File: config.mk
export PLATFORM = sky130hd
export DESIGN_NAME = pws_phi_shift
export DESIGN_NICKNAME = d
export VERILOG_FILES = /design/src/rtl/pws_pkg.sv /design/src/rtl/pws_phi_shift.sv
export SDC_FILE = /design/constraint.sdc
export NUM_CORES = 1
export LEC_CHECK = 0
export BUFFER_PORTS_ARGS = -buffer_cell sky130_fd_sc_hd__clkbuf_2
export CORE_MARGIN = 5
export CORE_UTILIZATION = 54
export DETAILED_ROUTE_END_ITERATION = 7
export PLACE_DENSITY = 0.92
export RECOVER_POWER = 100
export REMOVE_ABC_BUFFERS = 1
export SYNTH_ARGS = -nofsm -noshare
export SYNTH_HDL_FRONTEND = slang
export SYNTH_SLANG_ARGS = --single-unit
File: constraint.sdc
create_clock -name vclk -period 5.6
set_input_delay 0.28 -clock vclk [all_inputs]
set_output_delay 0.28 -clock vclk [all_outputs]
set_load 0.005 [all_outputs]
File: src/rtl/pws_pkg.sv
// ----------------------------------------------------------------------------
// pws_pkg
// Shared widths, layer codes, azimuth constants and the fixed cumulative
// tables of the phi wiggle table sampler.
// ----------------------------------------------------------------------------
`default_nettype none

package pws_pkg;

   localparam int FRAC_BITS    = 24;
   localparam int TABLE_BINS_D = 50;
   localparam int SRC_BINS     = 50;
   localparam int NUM_TABLES   = 3;

   localparam int PHI_W   = 31;
   localparam int FRAC_W  = 24;
   localparam int BIN_W   = 7;
   localparam int OFS_W   = 23;
   localparam int LAYER_W = 5;
   localparam int ENTRY_W = FRAC_BITS + 1;
   localparam int X_W     = PHI_W + 1;

   localparam logic [LAYER_W-1:0] LAYER_STRIP  = 5'd1;
   localparam logic [LAYER_W-1:0] LAYER_MIDDLE = 5'd2;
   localparam logic [LAYER_W-1:0] LAYER_BACK   = 5'd3;

   localparam logic signed [X_W-1:0] PI_Q     = 32'sd843314857;
   localparam logic signed [X_W-1:0] TWO_PI_Q = 32'sd1686629713;

   // cell width in units of 1e-7 rad
   localparam longint CELL_E7 = 245437;

   typedef struct packed {
      logic                    active;
      logic signed [BIN_W-1:0] bin;
   } bin_sel_type;

   localparam int unsigned DEC_TABLE [0:NUM_TABLES-1][0:SRC_BINS-1] = '{
      '{110626, 242509, 398173, 557610, 736173, 938847, 1151540, 1363900,
        1576440, 1789340, 2001820, 2214730, 2427450, 2640190, 2852640, 3065270,
        3278110, 3491190, 3703870, 3916680, 4129220, 4342080, 4554600, 4767320,
        4980230, 5193100, 5405270, 5617990, 5830790, 6043580, 6256140, 6468640,
        6681120, 6893510, 7106290, 7318940, 7531800, 7744260, 7956950, 8169900,
        8382580, 8595280, 8807830, 9020200, 9225150, 9412760, 9584770, 9750620,
        9889220, 10000000},
      '{127507, 255775, 395137, 542644, 695555, 858206, 1022740, 1196530,
        1378320, 1567770, 1769380, 1977270, 2175760, 2366150, 2566050, 2777660,
        2995000, 3219510, 3446630, 3679030, 3924010, 4174730, 4435140, 4708670,
        4982960, 5257300, 5531140, 5792100, 6043260, 6288220, 6521910, 6748530,
        6972680, 7189830, 7399510, 7598660, 7788770, 7987620, 8195590, 8397890,
        8589230, 8773270, 8948310, 9116930, 9282100, 9439100, 9591560, 9735930,
        9867520, 10000000},
      '{217932, 438502, 670992, 910850, 1165100, 1430380, 1695240, 1962050,
        2229440, 2497030, 2766290, 3035590, 3303400, 3568420, 3835790, 4103850,
        4372720, 4642140, 4911800, 5182020, 5454540, 5726670, 6000370, 6275440,
        6550720, 6826000, 7098240, 7330710, 7547640, 7756720, 7938340, 8109040,
        8282190, 8441190, 8583390, 8712480, 8824850, 8948890, 9079550, 9202890,
        9311360, 9410390, 9498440, 9576410, 9657870, 9739200, 9817060, 9888920,
        9945270, 10000000}
   };

   // cumulative entry in Q0.FRAC_BITS, slots past the given entries never match
   function automatic logic [ENTRY_W-1:0] cdf_entry(input int t, input int i);
      longint unsigned e;
      begin
         e = longint'(1) << FRAC_BITS;
         if (i < SRC_BINS) begin
            e = ((longint'(DEC_TABLE[t][i]) << FRAC_BITS) + 64'd5000000) / 64'd10000000;
         end
         return ENTRY_W'(e);
      end
   endfunction

   // offset for bin k-1 in Q2.28, rounded half away from zero
   function automatic logic signed [OFS_W-1:0] ofs_entry(input int k);
      longint m;
      longint num;
      longint q;
      begin
         m   = 2 * longint'(k) - 49;
         num = m * CELL_E7 * 64'sd268435456;
         if (num >= 0) begin
            q = (num + 64'sd500000000) / 64'sd1000000000;
         end else begin
            q = -((-num + 64'sd500000000) / 64'sd1000000000);
         end
         return OFS_W'(q);
      end
   endfunction

endpackage

`default_nettype wire

File: src/rtl/pws_phi_shift.sv
// ----------------------------------------------------------------------------
// pws_phi_shift
// Offset lookup for the chosen bin, subtraction from the azimuth and a
// single wrap into [-pi, pi).
// ----------------------------------------------------------------------------
`default_nettype none

module pws_phi_shift import pws_pkg::*; #(
   parameter int TABLE_BINS = TABLE_BINS_D
) (
   input  wire logic signed [PHI_W-1:0] phi,
   input  wire bin_sel_type             sel,
   output logic signed [PHI_W-1:0]      phi_out,
   output logic signed [OFS_W-1:0]      offset
);

   localparam int IDX_W = $clog2(TABLE_BINS + 1);

   logic signed [OFS_W-1:0] ofs_tab [0:TABLE_BINS];
   logic [BIN_W-1:0]        idx_full;
   logic [IDX_W-1:0]        idx;
   logic signed [X_W-1:0]   x;
   logic signed [X_W-1:0]   x_wrap;

   for (genvar k = 0; k <= TABLE_BINS; k++) begin : g_ofs
      localparam logic signed [OFS_W-1:0] OFS_K = ofs_entry(k);
      assign ofs_tab[k] = OFS_K;
   end

   assign idx_full = sel.bin + BIN_W'(1);
   assign idx      = idx_full[IDX_W-1:0];
   assign offset   = sel.active ? ofs_tab[idx] : '0;
   assign x        = X_W'(phi) - X_W'(offset);

   always_comb begin
      x_wrap = x;
      if (x >= PI_Q) begin
         x_wrap = x - TWO_PI_Q;
      end else if (x < -PI_Q) begin
         x_wrap = x + TWO_PI_Q;
      end
   end

   assign phi_out = x_wrap[PHI_W-1:0];

endmodule

`default_nettype wire

==> results.sh, run 1 <==
export IMPL_status="complete, but fails checks"
export IMPL_violations="DRC, setup timing"
export IMPL_finalCritPeriodShare_pct=107.4
export IMPL_worst_slack_ps=-413.0
export IMPL_synth_simple_area_share_pct=27.06
export IMPL_worst_endpoint_required_ps=5320
export IMPL_antenna_found_initial=0
export IMPL_pin_count=93
export IMPL_dieArea_um2=10600
export IMPL_grt_overflow=0
export IMPL_drv_cap=0
export IMPL_cp_end_kind="primary output"
export IMPL_avgSynthCellArea_um2=6.409
export IMPL_rsz0062_at_grt="yes"
export IMPL_report_final_slew_viol_count=0
export IMPL_grt_usage_pct=29.67
export IMPL_vias=7445
export IMPL_arrival_ps=5730
export IMPL_drive_above_1_share_pct=40.17
export IMPL_first_global_vias=6143
export IMPL_worstSetupPathType="input port to primary output"
export IMPL_wire_per_inst_um=22.12
export IMPL_hpwl_um=13070
export IMPL_pwr_density_cell_nw_per_um2=252.5
export IMPL_synth_most_common_cell="nand2_1"
export IMPL_die_w_um=103.0
export IMPL_drtIter0Drc=1044
export IMPL_synth_cell_types=85
export IMPL_power_mw=1.761
export IMPL_firstDrtPassIters=8
export IMPL_place_congestion=0.9966
export IMPL_synthMuxAreaShare_pct=1.797
export IMPL_rows=34
export IMPL_final_util_pct=81.53
export IMPL_fmax_ghz=0.1663
export IMPL_maxSlewHeadroom_pct=59.65
export IMPL_nFillCells=484
export IMPL_synth_top_family_by_area="compound AO/OA/AOI/OAI gates"
export IMPL_nets=1004
export IMPL_hold_path_class="input port to primary output"
export IMPL_finalSetupTns_ps=-8975
export IMPL_nClkBuffers=0
export IMPL_diodes=0
export IMPL_seqCellArea_um2=0
export IMPL_ys_seq_area_share_pct=0
export IMPL_ys_warnings_count=0
export IMPL_remaining_drc_errors=9
export IMPL_vdd_ir_drop_max_v=0.0001243
export IMPL_finalHoldViolCount=0
export IMPL_synth_top_area_cell="ha_1"
export IMPL_setup_viol=31
export IMPL_period_minus_slack_ps=6013
export IMPL_cpMaxStageDelayCell="or4_4"
export IMPL_crit_top_cell="nor2_1"
export IMPL_crit_fanout=6
export IMPL_coreArea_um2=8551
export IMPL_ant_nets=0
export IMPL_start_kind="input port"
export IMPL_wl_um=22760
export IMPL_detail_route_vias_per_cell=7.235
export IMPL_synth_xor_area_share_pct=10.83
export IMPL_worst_pin_slew_ps=605.3
export IMPL_p_leak_nw=3.028
export IMPL_grt_max_degree=24
export IMPL_syn_area_um2=4666
export IMPL_synthTopCellsByArea="ha_1, a21oi_1, xnor2_1"
export IMPL_critPathMaxStageDelay_ps=620
export IMPL_syn_inst=728
export IMPL_synth_top_area_share_pct=10.99
export IMPL_grt_pass1_wl_um=26770
export IMPL_holdWs_ps=945.2
export IMPL_fp_dieH_um=103.0
export IMPL_synth_compound_area_share_pct=40.92
export IMPL_seq_cell_count=0
export IMPL_port_buffers=90
export IMPL_start_util_pct=54.57
export IMPL_synth_fa_ha_area_share_pct=11.42
export IMPL_area_growth_pct=49.42
export IMPL_synthTopCellsByCount="nand2_1, nor2_1, a21oi_1, o21ai_0, ha_1"
-- per-stage QoR --
step / setup slack [ps] / std cells / instance area, um^2
2_1_floorplan: -1512 / 681 / 4437
3_3_place_gp: -11.74 / 1003 / 6008
3_5_place_dp: -221.5 / 1003 / 6008
4_1_cts: 0.1252 / 1004 / 6100
5_1_grt: -558.1 / 1029 / 6972
6_report: -413.0 / 1029 / 6972
-- final cells by class --
class	instances	area [um^2]	share of cell area (%)
Tap cell	108	135.1	1.938
Timing Repair Buffer	240	1728	24.78
Multi-Input combinational cell	645	4967	71.25
Inverter	36	141.4	2.028
-- power by group --
group / internal [mW] / switching (mW) / leakage (nW)
sequential: 0 / 0 / 0
clock: 0 / 0 / 0
combinational: 0.772 / 0.989 / 3.03
total: 0.772 / 0.989 / 3.03
-- critical path: cells and delay by family --
kind	cells	cell delay (ps)
and+or+nand+nor	12	2250
buffers and inverters	8	1320
AOI/OAI and AO/OA	6	1060
adders and majority gates	1	340
xor gates and xnor gates	2	470
-- kinds of logic after synthesis --
logic type | count (synthesis)
and+or+nand+nor | 264
AOI/OAI and AO/OA | 274
muxes | 7
other | 1
buffers and inverters | 84
xor gates and xnor gates | 56
adders and majority gates | 42
-- cell usage in the layout, fill, tap and decap left out, types with 6 or more instances in the layout --
master,n
nand2b_1,10
nand3_1,21
o21ai_1,13
inv_1,34
ha_1,27
nor2_1,64
o211ai_1,11
xnor2_1,31
ha_4,12
clkbuf_2,86
a21oi_2,7
buf_4,135
o21a_1,12
nand4_1,11
buf_6,7
nand2_1,75
a21oi_1,62
a211oi_1,6
a31oi_1,8
nor3_1,9
o22ai_1,6
nor2_2,8
o21ai_0,45
xor2_1,15
a21o_1,11
or2_2,6
-- timing repair --
item / in CTS / in global routing
gates cloned: 0 / 5
hold endpoints to repair: 0 / 0
setup buffers: 1 / 20
setup endpoints to repair: 30 / 31
hold buffers: 0 / 0
gates resized for setup: 18 / 135
pin swaps: 8 / 43
-- final timing paths --
path	start	endpoint	slack [ps]	depth (start not counted)
min	phi[1]	phi_out[1]	950	3
max	sel[0]	phi_out[8]	-410	29
-- per-layer routing --
layer	wire [um]	share of wire, %	global-route usage [%]
met5	0	0	0
met3	2683	12	3.518
met2	10340	45	51.80
met4	2349	10	14.24
met1	7384	32	35.86
Power figures use the tool's default switching activity.
==> inputs of run 2 (changes only) <==
==> constraint.sdc (replaced) <==
create_clock -name vclk -period 5.33
set_input_delay 0.2665 -clock vclk [all_inputs]
set_output_delay 0.2665 -clock vclk [all_outputs]
set_load 0.005 [all_outputs]
==> results.sh, run 2 <==
export IMPL_syn_inst=728
export IMPL_synth_fa_ha_area_share_pct=11.42
export IMPL_port_buffers=90
export IMPL_dp_slack_ps=-424.7
export IMPL_hpwl_um=14870
export IMPL_ys_seq_area_share_pct=0
export IMPL_grt_overflow=156
export IMPL_syn_area_um2=4666
export IMPL_grt_max_degree=18
export IMPL_die_w_um=103.0
export IMPL_crit_endpoint="phi_out[14]"
export IMPL_avgSynthCellArea_um2=6.409
export IMPL_synth_simple_area_share_pct=27.06
export IMPL_firstError="[ERROR GRT-0232] Routing congestion too high. Check the congestion heatmap in the GUI."
export IMPL_synth_compound_area_share_pct=40.92
export IMPL_synthTopCellsByArea="ha_1, a21oi_1, xnor2_1"
export IMPL_synth_top_family_by_area="compound AO/OA/AOI/OAI gates"
export IMPL_synth_cell_types=85
export IMPL_start_util_pct=54.57
export IMPL_place_congestion=1.014
export IMPL_synth_xor_area_share_pct=10.83
export IMPL_grt_usage_pct=77.66
export IMPL_worst_ep_kind="primary output"
export IMPL_ys_warnings_count=0
export IMPL_fp_dieH_um=103.0
export IMPL_synthTopCellsByCount="nand2_1, nor2_1, a21oi_1, o21ai_0, ha_1"
export IMPL_synth_most_common_cell="nand2_1"
export IMPL_synth_top_area_share_pct=10.99
export IMPL_status="stopped before the end"
export IMPL_synth_top_area_cell="ha_1"
export IMPL_lastStage="5_1_grt"
export IMPL_rows=34
export IMPL_synthMuxAreaShare_pct=1.797
export IMPL_pin_count=93
run 2: stage by stage:
step | setup TNS (ps) | hold WS (ps) | util, % | area, um^2 | std cells
2_1_floorplan | -51580 | 533.0 | - | 4437 | 681
3_3_place_gp | -2724 | 910.0 | 75.89 | 6489 | 1067
3_5_place_dp | -9704 | 905.6 | 75.89 | 6489 | 1067
4_1_cts | -50.11 | 911.9 | 81.28 | 6950 | 1079
run 2: what timing repair did:
item,CTS
cloned,1
setup buffers,11
pin swaps,27
setup endpoints to repair,31
gates resized for setup,73
hold buffers,0
run 2: cell families after synthesis:
logic type / after synthesis
buf+inv: 84
other cells: 1
compound gates: 274
fa+ha+maj: 42
simple gates: 264
xor+xnor: 56
mux: 7
run 2: per-layer routing:
layer  global-route usage (%)  GRT overflow
met5                    16.35             0
met4                    88.25            60
met3                    61.16             2
met2                    95.95            92
met1                    73.41             2
==> inputs of run 3 (changes only) <==
--- a/config.mk
+++ b/config.mk
@@ -7,9 +7,9 @@
 export LEC_CHECK = 0
 export BUFFER_PORTS_ARGS = -buffer_cell sky130_fd_sc_hd__clkbuf_2
 export CORE_MARGIN = 5
-export CORE_UTILIZATION = 54
+export CORE_UTILIZATION = 40
 export DETAILED_ROUTE_END_ITERATION = 7
-export PLACE_DENSITY = 0.92
+export PLACE_DENSITY_LB_ADDON = 0.15
 export RECOVER_POWER = 100
 export REMOVE_ABC_BUFFERS = 1
 export SYNTH_ARGS = -nofsm -noshare
==> constraint.sdc (replaced) <==
create_clock -name vclk -period 6.9
set_input_delay 0.345 -clock vclk [all_inputs]
set_output_delay 0.345 -clock vclk [all_outputs]
set_load 0.005 [all_outputs]
==> results.sh, run 3 (synthesis results as in run 1) <==
export IMPL_place_inst=942
export IMPL_met2_usage_pct=33.42
export IMPL_place_congestion=0.9175
export IMPL_report_final_slew_viol_count=0
export IMPL_dieArea_um2=13920
export IMPL_cp_end_kind="primary output"
export IMPL_pwr_density_cell_nw_per_um2=195.0
export IMPL_dp_slack_ps=266.0
export IMPL_die_w_um=118
export IMPL_vias=5652
export IMPL_port_buffers=90
export IMPL_rsz0062_at_grt="no"
export IMPL_drv_cap=0
export IMPL_diodes=0
export IMPL_layout_common_cells="nand2_1, clkbuf_2, nor2_1"
export IMPL_area_growth_pct=13.44
export IMPL_start_kind="input port"
export IMPL_vdd_ir_drop_max_v=0.0001244
export IMPL_fmax_ghz=0.1536
export IMPL_grt_max_degree=25
export IMPL_coreArea_um2=11420
export IMPL_nFillCells=1251
export IMPL_status="finished clean"
export IMPL_hpwl_um=12500
export IMPL_maxSlewHeadroom_pct=46.92
export IMPL_nClkBuffers=0
export IMPL_holdWs_ps=1061
export IMPL_seq_cell_count=0
export IMPL_finalHoldViolCount=0
export IMPL_worst_endpoint_required_ps=6550
export IMPL_rows=39
export IMPL_wire_per_inst_um=15.96
export IMPL_firstDrtPassIters=5
export IMPL_first_global_vias=5222
export IMPL_pin_count=93
export IMPL_arrival_ps=6170
export IMPL_grt_busiest_layer="met2"
export IMPL_drive_above_1_share_pct=17.52
export IMPL_wl_um=15030
export IMPL_final_common_cell="nand2_1"
export IMPL_final_cells=942
export IMPL_antenna_found_initial=0
export IMPL_worst_slack_ps=388.4
export IMPL_detail_route_vias_per_cell=6.000
export IMPL_multi_input_comb_area_um2=4328
export IMPL_fp_dieH_um=118
export IMPL_remaining_drc_errors=0
export IMPL_ant_nets=0
export IMPL_nets=882
export IMPL_grt_pass1_wl_um=24940
export IMPL_start_util_pct=40.86
export IMPL_grt_overflow=0
export IMPL_worst_pin_slew_ps=790.4
export IMPL_hold_depth=3
export IMPL_drtIter0Drc=372
export IMPL_grt_use_met3_pct=1.249
export IMPL_post_cts_setup_buffer_count=0
export IMPL_crit_fanout=23
export IMPL_period_minus_slack_ps=6512
export IMPL_finalCritPeriodShare_pct=94.37
export IMPL_worstSetupPathType="input port to primary output"
export IMPL_seqCellArea_um2=0
export IMPL_p_leak_nw=2.236
export IMPL_hold_path_class="input port to primary output"
export IMPL_setup_viol=0
export IMPL_met1_usage_pct=28.64
export IMPL_grt_usage_pct=20.03
run 3: cell type report:
| type | instances | share of cell area, % |
|---|---|---|
| multi-input combinational | 645 | 81.77 |
| inverter | 36 | 2.553 |
| timing repair buffer | 118 | 12.29 |
| tap | 143 | 3.381 |
run 3: final timing paths:
path	start	to	slack, ps
hold / removal	phi[1]	phi_out[1]	1060
setup / recovery	sel[1]	phi_out[15]	390
run 3: where the power goes:
group / total, mW / switching (mW) / leakage [nW] / internal [mW]
registers: 0 / 0 / 0 / 0
logic: 1.03 / 0.612 / 2.24 / 0.420
clock network: 0 / 0 / 0 / 0
run 3: metrics by stage:
stage | setup TNS [ps] | power (mW) | utilization (%) | instance area [um^2]
2_1_floorplan | -7781 | 0.6960 | - | 4437
3_3_place_gp | 0 | 1.024 | 46.47 | 5306
3_5_place_dp | 0 | 1.036 | 46.47 | 5306
4_1_cts | 0 | 1.039 | 46.47 | 5306
5_1_grt | 0 | 1.142 | 46.35 | 5293
6_report | 0 | 1.032 | 46.35 | 5293
run 3: layer usage:
metal | vias to the layer above | share of wire (%)
li1 | 2843 | -
met1 | 2595 | 48
met2 | 196 | 45
met3 | 18 | 5.4
met4 | 0 | 1.2
met5 | - | 0
run 3: what timing repair did:
action | in CTS | in global routing
setup endpoints to repair | 0 | 31
resized for setup | 0 | 8
hold buffers | 0 | 0
run 3: critical path: stages:
cell and delay [ps]:
clkbuf_2 190, ha_1 260, inv_1 70, ha_1 480
buf_12 190, o21ai_0 80, a21oi_1 120, nor3_1 60
or2_2 310, ha_1 420, a21o_1 260, a311o_1 420
a211oi_4 390, o21ai_1 220, xor2_1 200, or4_4 470
o41ai_2 470, o311ai_4 120, clkbuf_4 280, a21o_1 240
o31ai_2 250, xnor2_1 160, clkbuf_2 140
